===== config.mk =====
export PLATFORM = sky130hd
export DESIGN_NAME = button_press_classifier
export DESIGN_NICKNAME = d
export VERILOG_FILES = /design/src/sv/bpc_pkg.sv /design/src/sv/button_press_classifier.sv /design/src/sv/bpc_cfg_regs.sv /design/src/sv/bpc_step.sv
export SDC_FILE = /design/constraint.sdc
export NUM_CORES = 1
export LEC_CHECK = 0
export BUFFER_PORTS_ARGS = -buffer_cell sky130_fd_sc_hd__buf_2
export CORE_MARGIN = 4
export CORE_UTILIZATION = 45
export CTS_CLUSTER_SIZE = 28
export DETAILED_ROUTE_END_ITERATION = 10
export PLACE_DENSITY = 0.6
export SLEW_MARGIN = 10
export SYNTH_ARGS = -nofsm -noshare
export SYNTH_HDL_FRONTEND = slang
export SYNTH_SLANG_ARGS = --single-unit
export TNS_END_PERCENT = 50

===== constraint.sdc =====
create_clock -name aclk -period 7.49 [get_ports aclk]
set_clock_uncertainty 0.2 [all_clocks]
set_input_delay 1.498 -clock aclk [delete_from_list [all_inputs] [get_ports aclk]]
set_output_delay 1.498 -clock aclk [all_outputs]
set_load 0.05 [all_outputs]

===== src/sv/bpc_pkg.sv =====
package bpc_pkg;

    // key bits of the port that carry buttons
    localparam logic [7:0]  KEY_PORT_MASK = 8'h27;
    localparam int unsigned BEEP_WINDOW   = 5;
    localparam logic [15:0] COUNT_MAX     = 16'hFFFF;

    // configuration register indexes
    typedef enum logic [2:0] {
        REG_ACTIVE_LOW     = 3'd0,
        REG_SHORT_TICKS    = 3'd1,
        REG_LONG_TICKS     = 3'd2,
        REG_SHORT_BEEP_LEN = 3'd3,
        REG_LONG_BEEP_LEN  = 3'd4
    } reg_idx_t;

    // reset values of the configuration
    localparam logic        RST_ACTIVE_LOW     = 1'b1;
    localparam logic [15:0] RST_SHORT_TICKS    = 16'd50;
    localparam logic [15:0] RST_LONG_TICKS     = 16'd1000;
    localparam logic [9:0]  RST_SHORT_BEEP_LEN = 10'd80;
    localparam logic [9:0]  RST_LONG_BEEP_LEN  = 10'd280;

    // press classes
    typedef enum logic [1:0] {
        KIND_NONE  = 2'd0,
        KIND_SHORT = 2'd1,
        KIND_LONG  = 2'd2
    } press_kind_t;

    typedef struct packed {
        logic        active_low;
        logic [15:0] short_ticks;
        logic [15:0] long_ticks;
        logic [9:0]  short_beep_len;
        logic [9:0]  long_beep_len;
    } bpc_cfg_t;

    typedef struct packed {
        logic [5:0]  held_mask;
        logic [15:0] hold_count;
        logic        beep_on;
        logic [9:0]  beep_len;
        logic [9:0]  beep_count;
    } bpc_state_t;

    typedef struct packed {
        press_kind_t press_kind;
        logic [5:0]  key_mask;
        logic        buzzer;
    } bpc_result_t;

endpackage


===== src/sv/button_press_classifier.sv =====
// Button press classifier: one word per millisecond tick carries the raw button
// port byte, and exactly one result word comes back for each. A word is taken in
// every cycle while the result side keeps up; each word passes through the input
// register, then the combinational classify step into the output register. A
// stalled result side holds the result register, and the input stalls once the
// input register is also full. A result reports the press class (bounce, short,
// long) and the latched key mask on the tick of release, plus the buzzer level
// after that tick. Configuration must be written through cfg_wr_en/cfg_addr/
// cfg_wdata only while no word is in flight (the block does not enforce this);
// it resets to active low, 50 and 1000 ticks, and 80 and 280 tick buzzer pulses.
module button_press_classifier
    import bpc_pkg::*;
(
    input  logic        aclk,
    input  logic        aresetn,
    input  logic        cfg_wr_en,
    input  logic [2:0]  cfg_addr,
    input  logic [15:0] cfg_wdata,
    input  logic        s_tvalid,
    output logic        s_tready,
    input  logic [7:0]  s_tdata,   // [7:0] port_bits
    output logic        m_tvalid,
    input  logic        m_tready,
    output logic [15:0] m_tdata    // [1:0] press_kind, [7:2] key_mask, [8] buzzer
);

    bpc_cfg_t    cfg;
    bpc_state_t  state_reg;
    bpc_state_t  state_next;
    bpc_result_t step_res;
    bpc_result_t res_reg;
    logic [7:0]  port_reg;
    logic        in_valid_reg;
    logic        in_valid_next;
    logic        out_valid_reg;
    logic        out_valid_next;
    logic        advance;
    logic        in_acc;

    bpc_cfg_regs u_cfg (
        .aclk      (aclk),
        .aresetn   (aresetn),
        .cfg_wr_en (cfg_wr_en),
        .cfg_addr  (cfg_addr),
        .cfg_wdata (cfg_wdata),
        .cfg       (cfg)
    );

    bpc_step u_step (
        .cfg       (cfg),
        .state     (state_reg),
        .port_bits (port_reg),
        .state_nxt (state_next),
        .result    (step_res)
    );

    // pipeline handshake
    assign advance  = in_valid_reg && (!out_valid_reg || m_tready);
    assign s_tready = !in_valid_reg || advance;
    assign in_acc   = s_tvalid && s_tready;

    always_comb begin
        in_valid_next = in_valid_reg;
        if (in_acc) begin
            in_valid_next = 1'b1;
        end else if (advance) begin
            in_valid_next = 1'b0;
        end
        out_valid_next = out_valid_reg;
        if (advance) begin
            out_valid_next = 1'b1;
        end else if (m_tready) begin
            out_valid_next = 1'b0;
        end
    end

    // control and state registers
    always_ff @(posedge aclk) begin
        if (!aresetn) begin
            in_valid_reg  <= 1'b0;
            out_valid_reg <= 1'b0;
            state_reg     <= '0;
        end else begin
            in_valid_reg  <= in_valid_next;
            out_valid_reg <= out_valid_next;
            if (advance) begin
                state_reg <= state_next;
            end
        end
    end

    // payload registers
    always_ff @(posedge aclk) begin
        if (in_acc) begin
            port_reg <= s_tdata;
        end
        if (advance) begin
            res_reg <= step_res;
        end
    end

    assign m_tvalid = out_valid_reg;
    assign m_tdata  = {7'd0, res_reg.buzzer, res_reg.key_mask, res_reg.press_kind};

    // idle pulse keeps a zero count
    a_beep_idle: assert property (@(posedge aclk) disable iff (!aresetn)
        !state_reg.beep_on |-> state_reg.beep_count == 10'd0)
        else $error("beep count nonzero while pulse off");

    // no press held means no count
    a_hold_idle: assert property (@(posedge aclk) disable iff (!aresetn)
        state_reg.held_mask == 6'd0 |-> state_reg.hold_count == 16'd0)
        else $error("hold count nonzero with no press held");

    // a bounce or no press reports no keys
    a_kind_mask: assert property (@(posedge aclk) disable iff (!aresetn)
        out_valid_reg && res_reg.press_kind == KIND_NONE |-> res_reg.key_mask == 6'd0)
        else $error("key mask reported without a press");

    // buzzer in a result follows the pulse state it left
    a_buzzer: assert property (@(posedge aclk) disable iff (!aresetn)
        advance |=> res_reg.buzzer == state_reg.beep_on)
        else $error("buzzer level differs from pulse state");

endmodule


===== src/sv/bpc_cfg_regs.sv =====
module bpc_cfg_regs
    import bpc_pkg::*;
(
    input  logic        aclk,
    input  logic        aresetn,
    input  logic        cfg_wr_en,
    input  logic [2:0]  cfg_addr,
    input  logic [15:0] cfg_wdata,
    output bpc_cfg_t    cfg
);

    bpc_cfg_t cfg_reg;
    bpc_cfg_t cfg_next;

    // register write decode
    always_comb begin
        cfg_next = cfg_reg;
        if (cfg_wr_en) begin
            case (cfg_addr)
                REG_ACTIVE_LOW:     cfg_next.active_low     = cfg_wdata[0];
                REG_SHORT_TICKS:    cfg_next.short_ticks    = cfg_wdata;
                REG_LONG_TICKS:     cfg_next.long_ticks     = cfg_wdata;
                REG_SHORT_BEEP_LEN: cfg_next.short_beep_len = cfg_wdata[9:0];
                REG_LONG_BEEP_LEN:  cfg_next.long_beep_len  = cfg_wdata[9:0];
                default:            cfg_next = cfg_reg;
            endcase
        end
    end

    always_ff @(posedge aclk) begin
        if (!aresetn) begin
            cfg_reg.active_low     <= RST_ACTIVE_LOW;
            cfg_reg.short_ticks    <= RST_SHORT_TICKS;
            cfg_reg.long_ticks     <= RST_LONG_TICKS;
            cfg_reg.short_beep_len <= RST_SHORT_BEEP_LEN;
            cfg_reg.long_beep_len  <= RST_LONG_BEEP_LEN;
        end else begin
            cfg_reg <= cfg_next;
        end
    end

    assign cfg = cfg_reg;

endmodule


===== src/sv/bpc_step.sv =====
module bpc_step
    import bpc_pkg::*;
(
    input  bpc_cfg_t    cfg,
    input  bpc_state_t  state,
    input  logic [7:0]  port_bits,
    output bpc_state_t  state_nxt,
    output bpc_result_t result
);

    logic [7:0]  port_pol;
    logic [7:0]  port_masked;
    logic [5:0]  keys;
    logic [15:0] count_inc;
    logic [16:0] short_end;
    logic [16:0] long_end;
    logic        win_short;
    logic        win_long;

    // polarity and key mask
    assign port_pol    = cfg.active_low ? ~port_bits : port_bits;
    assign port_masked = port_pol & KEY_PORT_MASK;
    assign keys        = port_masked[5:0];

    // saturating hold counter and threshold windows on the new count
    assign count_inc = (state.hold_count != COUNT_MAX) ? state.hold_count + 16'd1
                                                         : state.hold_count;
    assign short_end = {1'b0, cfg.short_ticks} + 17'(BEEP_WINDOW);
    assign long_end  = {1'b0, cfg.long_ticks} + 17'(BEEP_WINDOW);
    assign win_short = (count_inc >= cfg.short_ticks) && ({1'b0, count_inc} < short_end);
    assign win_long  = (count_inc >= cfg.long_ticks) && ({1'b0, count_inc} < long_end);

    always_comb begin
        state_nxt = state;
        result.press_kind = KIND_NONE;
        result.key_mask   = 6'd0;

        // running pulse steps first
        if (state.beep_on) begin
            if (state.beep_count < state.beep_len) begin
                state_nxt.beep_count = state.beep_count + 10'd1;
            end else begin
                state_nxt.beep_on    = 1'b0;
                state_nxt.beep_count = 10'd0;
            end
        end

        if (state.held_mask == 6'd0) begin
            // idle, or a press starts
            if (keys != 6'd0) begin
                state_nxt.held_mask = keys;
            end
        end else if (keys == 6'd0) begin
            // release: classify and clear
            if (state.hold_count < cfg.short_ticks) begin
                result.press_kind = KIND_NONE;
            end else if (state.hold_count >= cfg.long_ticks) begin
                result.press_kind = KIND_LONG;
                result.key_mask   = state.held_mask;
            end else begin
                result.press_kind = KIND_SHORT;
                result.key_mask   = state.held_mask;
            end
            state_nxt.held_mask  = 6'd0;
            state_nxt.hold_count = 16'd0;
        end else begin
            // still held: count and start a pulse in a window
            state_nxt.hold_count = count_inc;
            if (win_short && !state_nxt.beep_on) begin
                state_nxt.beep_len   = cfg.short_beep_len;
                state_nxt.beep_on    = (cfg.short_beep_len != 10'd0);
                state_nxt.beep_count = (cfg.short_beep_len != 10'd0) ? 10'd1 : 10'd0;
            end
            if (win_long && !state_nxt.beep_on) begin
                state_nxt.beep_len   = cfg.long_beep_len;
                state_nxt.beep_on    = (cfg.long_beep_len != 10'd0);
                state_nxt.beep_count = (cfg.long_beep_len != 10'd0) ? 10'd1 : 10'd0;
            end
        end

        result.buzzer = state_nxt.beep_on;
    end

endmodule


==> flow_summary.ini, run 1 <==
[global_route]
grt_max_degree = 95
grt_usage_pct = 20.18
antenna_found_initial = 0
overflow = 0
grt_pass1_wl_um = 32130
grt_pass1_vias = 6104

[logic_synthesis]
synth_ff_type = dfxtp_1
synth_top_area_cell = dfxtp_1
syn_area_um2 = 7814
yosys.area.top_type_share_pct = 24.60
synth_simple_gate_area_share_pct = 21.63
synth-seq-cells = 107
ys_warn_count = 0
synthCells = 937
synth_fa_ha_area_share_pct = 16.94
yosys-top-cells-area = dfxtp_1 25%, ha_1 17%, nand2_1 7.2%, xnor2_1 4.3%, edfxtp_1 4.2%
syn_area_per_cell_um2 = 8.339
yosysSeqAreaShare_pct = 28.82
synth-compound-area-share_pct = 21.92
ys_types = 75
synth_mux_area_share_pct = 0.1281
synth_edf_count = 11
yosys.area_share.xor_xnor_pct = 4.932
synthArstFlopShare_pct = 0
synth_top_family_by_area = compound AO/OA/AOI/OAI gates

[floorplan]
die_w_um = 139.8
dieArea_um2 = 19540
start_util_pct = 46.46
io_pins = 50
die_h_um = 139.8
rows = 47
coreArea_um2 = 16820

[setup_path]
reg2reg_depth = 16
slowest_delay_ns = 0.54
critPathLaunchType = flop
crit_slowest_cell = nor3_1
cp-end-kind = flop
crit_arrival_ns = 5.44
path_cells = ha_1, and3_1, nand2_1, nor3_1, nor2_1, and3_2, xor2_1, ha_1, and4_1, a211oi_1, o311ai_1, a2111o_1, nand4_1, nor2_1, o311ai_4, o22ai_1
critPathKind = flop to flop
path_max_fanout = 15
crit_required_ns = 7.52

[placement]
dp_hpwl_um = 15390
io_buffers = 36
place_area_um2 = 8112
routabilityCongestion = 0.8472

[timing]
hold_slack_ns = 0.2733
tightest_slew_ns = 1.087
rsz0062_at_grt = false
setup_violations = 0
min_period_ns = 5.415
finalMaxSlewViolations = 0
max_freq_mhz = 184.7
finalCritPeriodShare_pct = 72.30
tns_ns = 0
final-hold-violation-count = 0
max_slew_margin_pct = 27.24

[hold_path]
hold_depth = 2
hold_path.class = flop to flop

[routing]
avgRoutedWirePerCell_um = 16.85
postRouteAntennaNets = 0
first_pass_iters = 5
vias_per_cell = 5.673
drt_iter0_drc = 506
drcViolationCount = 0
routed_wl_um = 19840
vias = 6677

[finish]
final_layout_size_suffix_gt1_share_pct = 8.046
design_area_um2 = 8418
largest_reg_flops = 53
fin_util_pct = 50.05
num-fill-cells = 1689
syn_to_final_growth_pct = 7.734
nets = 1088
diodes = 0

[power]
powerDensity_nw_per_um2 = 147.6
p_leak_nw = 3.440
ir_drop_uv = 101.0
power_w = 0.001242

[clock_tree]
postCtsSetupRepairBufs = 0
clkSlewWorstSetupHoldPaths_ns = 0.08
clock_sinks = 107
htreeDepth = 3
cts_root_buf = clkbuf_16
clockBufferDepth = 2
clk_latency_ns = 0.36
cts_buffers = 9
cts_tree = done
postCtsHoldBufs = 0
cts-resized-gates = 0

[run_status]
status = completed

[flow_run]
maxCapViolations = 0
-- cell families after synthesis --
group | count (synthesis)
flip-flops | 107
buffers and inverters | 102
multiplexers | 1
other | 1
AO/OA/AOI/OAI | 236
adder cells (fa/ha/maj) | 106
XOR/XNOR | 44
AND/OR/NAND/NOR | 340
-- synthesized netlist by cell type (all sizes together), types with 2 or more instances --
library cell  instances
a2111oi               3
a211o                 4
a211oi                7
a21boi               41
a21o                 18
a21oi                35
a22oi                12
a311o                 2
a31oi                 3
a32o                  6
a32oi                10
and2                 12
and3                 10
and4                  7
buf                  17
clkbuf               27
dfxtp                96
edfxtp               11
ha                  104
inv                  57
maj3                  2
nand2               149
nand2b                7
nand3                30
nand4                20
nor2                 36
nor2b                26
nor3                 24
nor4                  5
o211a                 4
o211ai               15
o21a                  8
o21ai                33
o221ai                2
o22ai                14
o311a                 2
o311ai                3
o31ai                 4
o41ai                 3
or2                   2
or3                   4
or4                   5
xnor2                38
xor2                  6
-- critical path: cells and delay by family, from the launching register on --
kind | cells | cell delay (ns)
AND/OR/NAND/NOR | 8 | 2.07
AO/OA/AOI/OAI | 5 | 1.49
adder cells (fa/ha/maj) | 2 | 0.61
flip-flops | 1 | 0.48
XOR/XNOR | 1 | 0.43
-- layout make-up --
type	instances	area [um2]	share of cell area, %
Clock buffer	10	250.2	2.973
Clock inverter	6	56.30	0.6688
Inverter	58	217.7	2.586
Multi-Input combinational cell	736	5156	61.25
Sequential cell	107	2252	26.75
Tap cell	220	275.3	3.270
Timing Repair Buffer	40	210.2	2.497
-- path summary, 6_finish.rpt --
kind                                 endpoint     startpoint  slack (ns)
worst min-delay path            state_reg[11]  state_reg[11]        0.27
worst max-delay path            state_reg[10]  state_reg[22]        2.07
worst min register to register  state_reg[11]  state_reg[11]        0.27
worst max register to register  state_reg[10]  state_reg[22]        2.07
-- layer usage --
layer  up-vias  global-route usage [%]  wire length, um
met5         -                       0                0
met4         0                   5.762              345
met3        25                   2.470              784
met2       135                   30.01             8429
met1      3107                   30.53            10280
li1       3410                       -                -
-- layout by cell type (no fill, tap or decap), drive strengths merged, types with 33 or more instances in the layout --
master	instances
inv	59
a21boi	41
nand2	149
dfxtp	96
ha	104
buf	40
xnor2	38
nor2	36
a21oi	35
o21ai	33
-- report_power, final --
part | leakage [nW] | total (W) | internal, W | switching, W
logic | 2.41 | 0.000137 | 0.0000463 | 0.0000906
clock network | 0.145 | 0.000498 | 0.000252 | 0.000245
registers | 0.885 | 0.000608 | 0.000592 | 0.0000158
total | 3.44 | 0.00124 | 0.000891 | 0.000352
-- through the flow --
step	instances	worst slack (ns)
2_1_floorplan	945	3.167
3_3_place_gp	1161	2.138
3_5_place_dp	1161	2.156
4_1_cts	1177	2.124
5_1_grt	1177	1.643
6_report	1177	2.075
Note: power is estimated with default switching activity, not from simulation.
==> inputs of run 2 (changes only) <==
--- a/config.mk
+++ b/config.mk
@@ -5,6 +5,7 @@
 export SDC_FILE = /design/constraint.sdc
 export NUM_CORES = 1
 export LEC_CHECK = 0
+export ABC_AREA = 1
 export BUFFER_PORTS_ARGS = -buffer_cell sky130_fd_sc_hd__buf_2
 export CORE_MARGIN = 4
 export CORE_UTILIZATION = 45
==> constraint.sdc (replaced) <==
create_clock -name aclk -period 5.42 [get_ports aclk]
set_clock_uncertainty 0.2 [all_clocks]
set_input_delay 1.084 -clock aclk [delete_from_list [all_inputs] [get_ports aclk]]
set_output_delay 1.084 -clock aclk [all_outputs]
set_load 0.05 [all_outputs]
==> run 2 against run 1 <==
  * Sequential share of layout area down 0.27 points
  * Critical path depth is 6 higher
  * Power is 44% higher
  * Sequential cell count did not move
  * Setup slack worse by 1.6 ns
  * Worst hold slack better by 0.0030 ns
  * Synthesized area increased by 0.61%
  * Wire length is 1.8% lower
  * First-iteration DRC count is 21% lower
  * Register-to-register slack got worse by 1.6 ns
  * Clock power is 37% higher
  * Global-route usage about the same
  * Largest power group unchanged
==> flow_summary.ini, run 2 <==
[run_status]
status = completed

[setup_path]
cpMostUsedCell = nor2_1
crit_slowest_cell = o311ai_0
cp-end-kind = flop
crit_arrival_ns = 5.00
reg2reg_from = state_reg[22]
r2r-end = state_reg[18]
cp_num_buf_inv = 2
critPathKind = flop to flop
critPathLaunchType = flop
path_max_fanout = 20
path_cells = ha_1, nand3_2, nor2_4, inv_1, nor2_1, inv_1, nor2_1, nor3_1, nand2_1, xnor2_1, ha_1, a21oi_1, o311ai_0, nand3_1, nand3_1, nor2_1, nor2_4, nand3_4, nand3_2, nand2_2, nor2_1, nor2_2
rrSetupSlack_ns = 0.48
reg2reg_depth = 22
crit_required_ns = 5.48
cp_top_family = simple AND/OR/NAND/NOR gates
slowest_delay_ns = 0.54

[timing]
worst_slack_ns = 0.4818
max_freq_mhz = 202.5
setup_violations = 0
tightest_slew_ns = 0.9648
min_period_ns = 4.938
final-hold-violation-count = 0
tns_ns = 0
finalCritPeriodShare_pct = 91.11
finalMaxSlewViolations = 0
max_slew_margin_pct = 35.08
rsz0062_at_grt = false

[floorplan]
die_h_um = 140.2
io_pins = 50
dieArea_um2 = 19650
die_w_um = 140.2
rows = 48
start_util_pct = 45.61
coreArea_um2 = 17240

[logic_synthesis]
yosysSeqAreaShare_pct = 28.65
synth-seq-cells = 107
syn_area_per_cell_um2 = 7.219
synthArstFlopShare_pct = 0
syn_area_um2 = 7861
yosys-top-cells-area = dfxtp_1 24%, ha_1 17%, nand2_1 10%, a21oi_1 6.6%, inv_1 6.1%
ys_types = 45
ys_warn_count = 0
synthTopCellsByCount = 216 x nand2_1, 127 x inv_1, 104 x a21oi_1, 104 x ha_1, 96 x dfxtp_1
synth_top_area_cell = dfxtp_1
synthCells = 1089
synth_edf_count = 11
post-synth-top-count-cell = nand2_1
synth_ff_type = dfxtp_1
yosys.area.top_type_share_pct = 24.45

[placement]
routabilityCongestion = 0.8527
io_buffers = 36
place_area_um2 = 8195
pre_cts_ws_ns = 0.5931
placedCellCount = 1326
dp_hpwl_um = 15100

[hold_path]
hold_path.class = flop to flop
hold_depth = 2
min_to = u_cfg.cfg[9]
hp-start = u_cfg.cfg[9]

[clock_tree]
cts_buffers = 9
cts_tree = done
postCtsSetupRepairBufs = 0
cts-resized-gates = 0
cts_root_buf = clkbuf_16
htreeDepth = 3
clock_sinks = 107
clk_latency_ns = 0.37
clockBufferDepth = 2
clkSlewWorstSetupHoldPaths_ns = 0.09
postCtsHoldBufs = 0

[routing]
drcViolationCount = 0
avgRoutedWirePerCell_um = 14.51
vias_per_cell = 5.100
vias = 6844
routed_wl_um = 19470
postRouteAntennaNets = 0
drt_iter0_drc = 398
first_pass_iters = 4

[finish]
layout_common_cells = 216 x nand2_1, 127 x inv_1, 104 x ha_1
design_area_um2 = 8503
nets = 1248
layout.cells.non_filler = 1342
final_layout_size_suffix_gt1_share_pct = 9.042
diodes = 0
mostFrequentLayoutCell = nand2_1
syn_to_final_growth_pct = 8.165
largest_reg_flops = 53

[global_route]
grt_usage_pct = 20.13
antenna_found_initial = 0
grt_pass1_vias = 6145
grt_max_degree = 66
overflow = 0
grt_pass1_wl_um = 32190

[power]
ir_drop_uv = 146.3
p_leak_nw = 3.991
powerDensity_nw_per_um2 = 209.9

[flow_run]
maxCapViolations = 0
run 2: cell types whose count changed after synthesis, sizes merged, moves of 10 or more:
cell | previous run | this run
xnor2 | 38 | 13
a21boi | 41 | 3
nand3 | 30 | 61
inv | 57 | 130
xor2 | 6 | 31
nor2 | 36 | 108
a32oi | 10 | 0
nand2 | 149 | 227
a21o | 18 | 6
o21ai | 33 | 66
nor2b | 26 | 1
and2 | 12 | 0
a21oi | 35 | 104
run 2: tightest hold or removal path, stage by stage (launching register included):
cell     delay, ns
dfxtp_1       0.32
inv_1         0.06
a21oi_1       0.05
run 2: cells by family after synthesis:
family | after synthesis | synth area share (%)
AND/OR/NAND/NOR | 455 | 26.42
AO/OA/AOI/OAI | 211 | 14.79
other | 1 | 0.04770
flip-flops | 107 | 28.65
XOR/XNOR | 44 | 4.902
buffers and inverters | 167 | 8.642
adder cells (fa/ha/maj) | 104 | 16.55
run 2: per-layer routing:
layer	wire length, um	vias to the layer above	GRT usage [%]
met5	0	-	0
met4	197	0	4.437
met3	716	14	3.551
met2	8500	116	30.92
met1	10060	3025	29.56
li1	-	3689	-
run 2: worst max path at each step:
stage                        from            end  slack [ns]  cells after the start
detailed placement  state_reg[22]  state_reg[18]        0.59                     28
global route        state_reg[22]  state_reg[16]        0.03                     29
global placement    state_reg[22]  state_reg[18]        0.60                     28
CTS                 state_reg[22]  state_reg[18]        0.55                     28
floorplan           state_reg[22]  state_reg[12]        1.72                     29
finish              state_reg[22]  state_reg[18]        0.48                     22
run 2: power by group:
| group | internal (W) | switching [W] |
|---|---|---|
| clock | 0.000330 | 0.000352 |
| combinational | 0.0000791 | 0.000176 |
| sequential | 0.000829 | 0.0000202 |
| total | 0.00124 | 0.000548 |
run 2: area by class of cell:
cell class                      instances  area (um2)
Clock buffer                            9       225.2
Timing Repair Buffer                   40       210.2
Clock inverter                          7       78.83
Multi-Input combinational cell        823        4964
Inverter                              131       491.7
Fill cell                            1737        8733
Sequential cell                       107        2252
Tap cell                              225       281.5
run 2: per-stage QoR:
stage	utilization (%)	hold slack, ns	power [W]
6_report	49.33	0.2763	0.001785
5_1_grt	49.33	0.3043	0.001876
4_1_cts	49.31	0.2774	0.001810
3_5_place_dp	47.55	0.2653	0.001122
3_3_place_gp	47.55	0.2608	0.001120
2_1_floorplan	-	0.2389	0.001057
==> inputs of run 3 (changes only) <==
--- a/config.mk
+++ b/config.mk
@@ -7,7 +7,6 @@
 export LEC_CHECK = 0
 export ABC_AREA = 1
 export BUFFER_PORTS_ARGS = -buffer_cell sky130_fd_sc_hd__buf_2
-export CORE_MARGIN = 4
 export CORE_UTILIZATION = 45
 export CTS_CLUSTER_SIZE = 28
 export DETAILED_ROUTE_END_ITERATION = 10
==> constraint.sdc (replaced) <==
create_clock -name aclk -period 5.42 [get_ports aclk]
set_clock_uncertainty 0.2 [all_clocks]
set_input_delay 0.271 -clock aclk [delete_from_list [all_inputs] [get_ports aclk]]
set_output_delay 0.271 -clock aclk [all_outputs]
set_load 0.05 [all_outputs]
==> run 3 against run 2 <==
  * Sequential power is essentially flat
  * Non-clock buffer count is 7 higher
  * Sequential cell count unchanged
  * Critical endpoint is now state_reg[12]
==> flow_summary.ini, run 3 (same netlist as run 2, synthesis figures left out) <==
[run_status]
status = completed

[global_route]
antenna_found_initial = 0
grt_max_degree = 66
grt_pass1_wl_um = 32090
grt_usage_pct = 22.83
overflow = 0
grt_pass1_vias = 6228

[routing]
avgRoutedWirePerCell_um = 14.76
drcViolationCount = 0
first_pass_iters = 5
postRouteAntennaNets = 0
drt_iter0_drc = 433
vias = 6944
routed_wl_um = 19830
vias_per_cell = 5.167

[clock_tree]
clkSlewWorstSetupHoldPaths_ns = 0.08
cts_tree = done
cts-resized-gates = 0
clockBufferDepth = 2
htreeDepth = 3
cts_root_buf = clkbuf_16
postCtsHoldBufs = 9
clock_sinks = 107
postCtsSetupRepairBufs = 0
clk_latency_ns = 0.36
cts_buffers = 9

[floorplan]
start_util_pct = 46.74
coreArea_um2 = 16820
io_pins = 50
die_w_um = 134.2
dieArea_um2 = 18000
die_h_um = 134.2
rows = 47

[finish]
mostFrequentLayoutCell = nand2_1
layout_common_cells = 216 x nand2_1, 127 x inv_1, 104 x a21oi_1, 104 x ha_1, 96 x dfxtp_1
final_layout_size_suffix_gt1_share_pct = 8.719
syn_to_final_growth_pct = 9.056
multi_input_comb_area_um2 = 4960
largest_reg_flops = 53
diodes = 0
register_area_um2 = 2252
design_area_um2 = 8573
nets = 1255
num-fill-cells = 1762

[timing]
worst_slack_ns = 0.5209
tightest_slew_ns = 0.9114
finalCritPeriodShare_pct = 90.39
finalMaxSlewViolations = 0
rsz0062_at_grt = false
final-hold-violation-count = 0
hold_slack_ns = 0.01280
min_period_ns = 4.899
setup_violations = 0
tns_ns = 0
max_freq_mhz = 204.1
max_slew_margin_pct = 38.68

[hold_path]
hold_path.class = primary input to flop

[placement]
dp_hpwl_um = 15190
io_buffers = 36
pre_cts_ws_ns = 0.6142
routabilityCongestion = 0.8818
place_area_um2 = 8174

[power]
p_comb_share_pct = 14.3
p_sw_share_pct = 30.54
seqPwrFrac_pct = 47.3
p_leak_nw = 4.020
switching_power_w = 0.0005488
clkPwrFrac_pct = 38.4
p_int_w = 0.001248
powerDensity_nw_per_um2 = 209.6
ir_drop_uv = 191.2

[setup_path]
path_max_fanout = 20
crit_required_ns = 5.47
critPathLaunchType = flop
critPathKind = flop to flop
crit_arrival_ns = 4.95
cp-end-kind = flop

[flow_run]
maxCapViolations = 0
==> run 3: cell types whose count changed in the layout (fill, tap and decap cells not counted), sizes merged <==
cell | before | now
buf | 40 | 38
clkbuf | 9 | 10
clkinv | 4 | 5
dlygate4sd3 | 0 | 9
inv | 134 | 132
==> run 3: metrics by stage <==
step	cells	utilization (%)	power, W
after global routing	1344	50.97	0.001880
after detailed placement	1319	48.60	0.001120
after floorplan	1097	-	0.001057
after global placement	1319	48.60	0.001116
after CTS	1344	50.97	0.001811
final	1344	50.97	0.001797
==> run 3: critical path, cell delays in order, from the launching register on <==
cell and delay, ns:
dfxtp_1 0.44, ha_1 0.26, nand3_2 0.16, nor2_4 0.22
inv_1 0.06, nor2_1 0.16, inv_1 0.10, nor2_1 0.35
nor3_1 0.14, nand2_1 0.10, xnor2_1 0.17, ha_1 0.33
inv_1 0.04, o311ai_0 0.63, nand3_1 0.15, nand3_1 0.11
nor2_1 0.07, nor2_4 0.21, nand3_4 0.22, nand3_2 0.13
nand2_2 0.23, nor2_1 0.25, nor2_2 0.06
==> run 3: power by group through the flow <==
stage               Sequential (W)  Combinational (W)  Clock, W
finish                    0.000849           0.000257  0.000691
global route              0.000853           0.000291  0.000736
CTS                       0.000849           0.000259  0.000703
detailed placement        0.000868           0.000252         0
global placement          0.000867           0.000249         0
floorplan                 0.000871           0.000187         0
==> run 3: area by class of cell <==
class / instances / share of cell area (%)
sequential: 107 / 26.27
inverter: 131 / 5.736
clock buffer: 10 / 2.788
tap: 220 / 3.211
clock inverter: 6 / 0.8173
multi-input combinational: 823 / 57.85
timing repair buffer: 47 / 3.328
==> run 3: final timing paths <==
| kind | start | endpoint | slack (ns) | depth (start not counted) |
|---|---|---|---|---|
| max | state_reg[22] | state_reg[12] | 0.52 | 22 |
| min | cfg_wdata[2] | u_cfg.cfg[12] | 0.01 | 3 |
| max reg2reg | state_reg[22] | state_reg[12] | 0.52 | 22 |
| min reg2reg | state_reg[39] | state_reg[39] | 0.29 | 2 |
==> run 3: metal layers <==
| metal | GRT usage [%] | up-vias | share of wire, % |
|---|---|---|---|
| met2 | 35.87 | 119 | 45 |
| met4 | 4.806 | 0 | 0.91 |
| li1 | - | 3691 | - |
| met1 | 32.63 | 3121 | 51 |
| met5 | 0 | - | 0 |
| met3 | 3.855 | 13 | 3.2 |
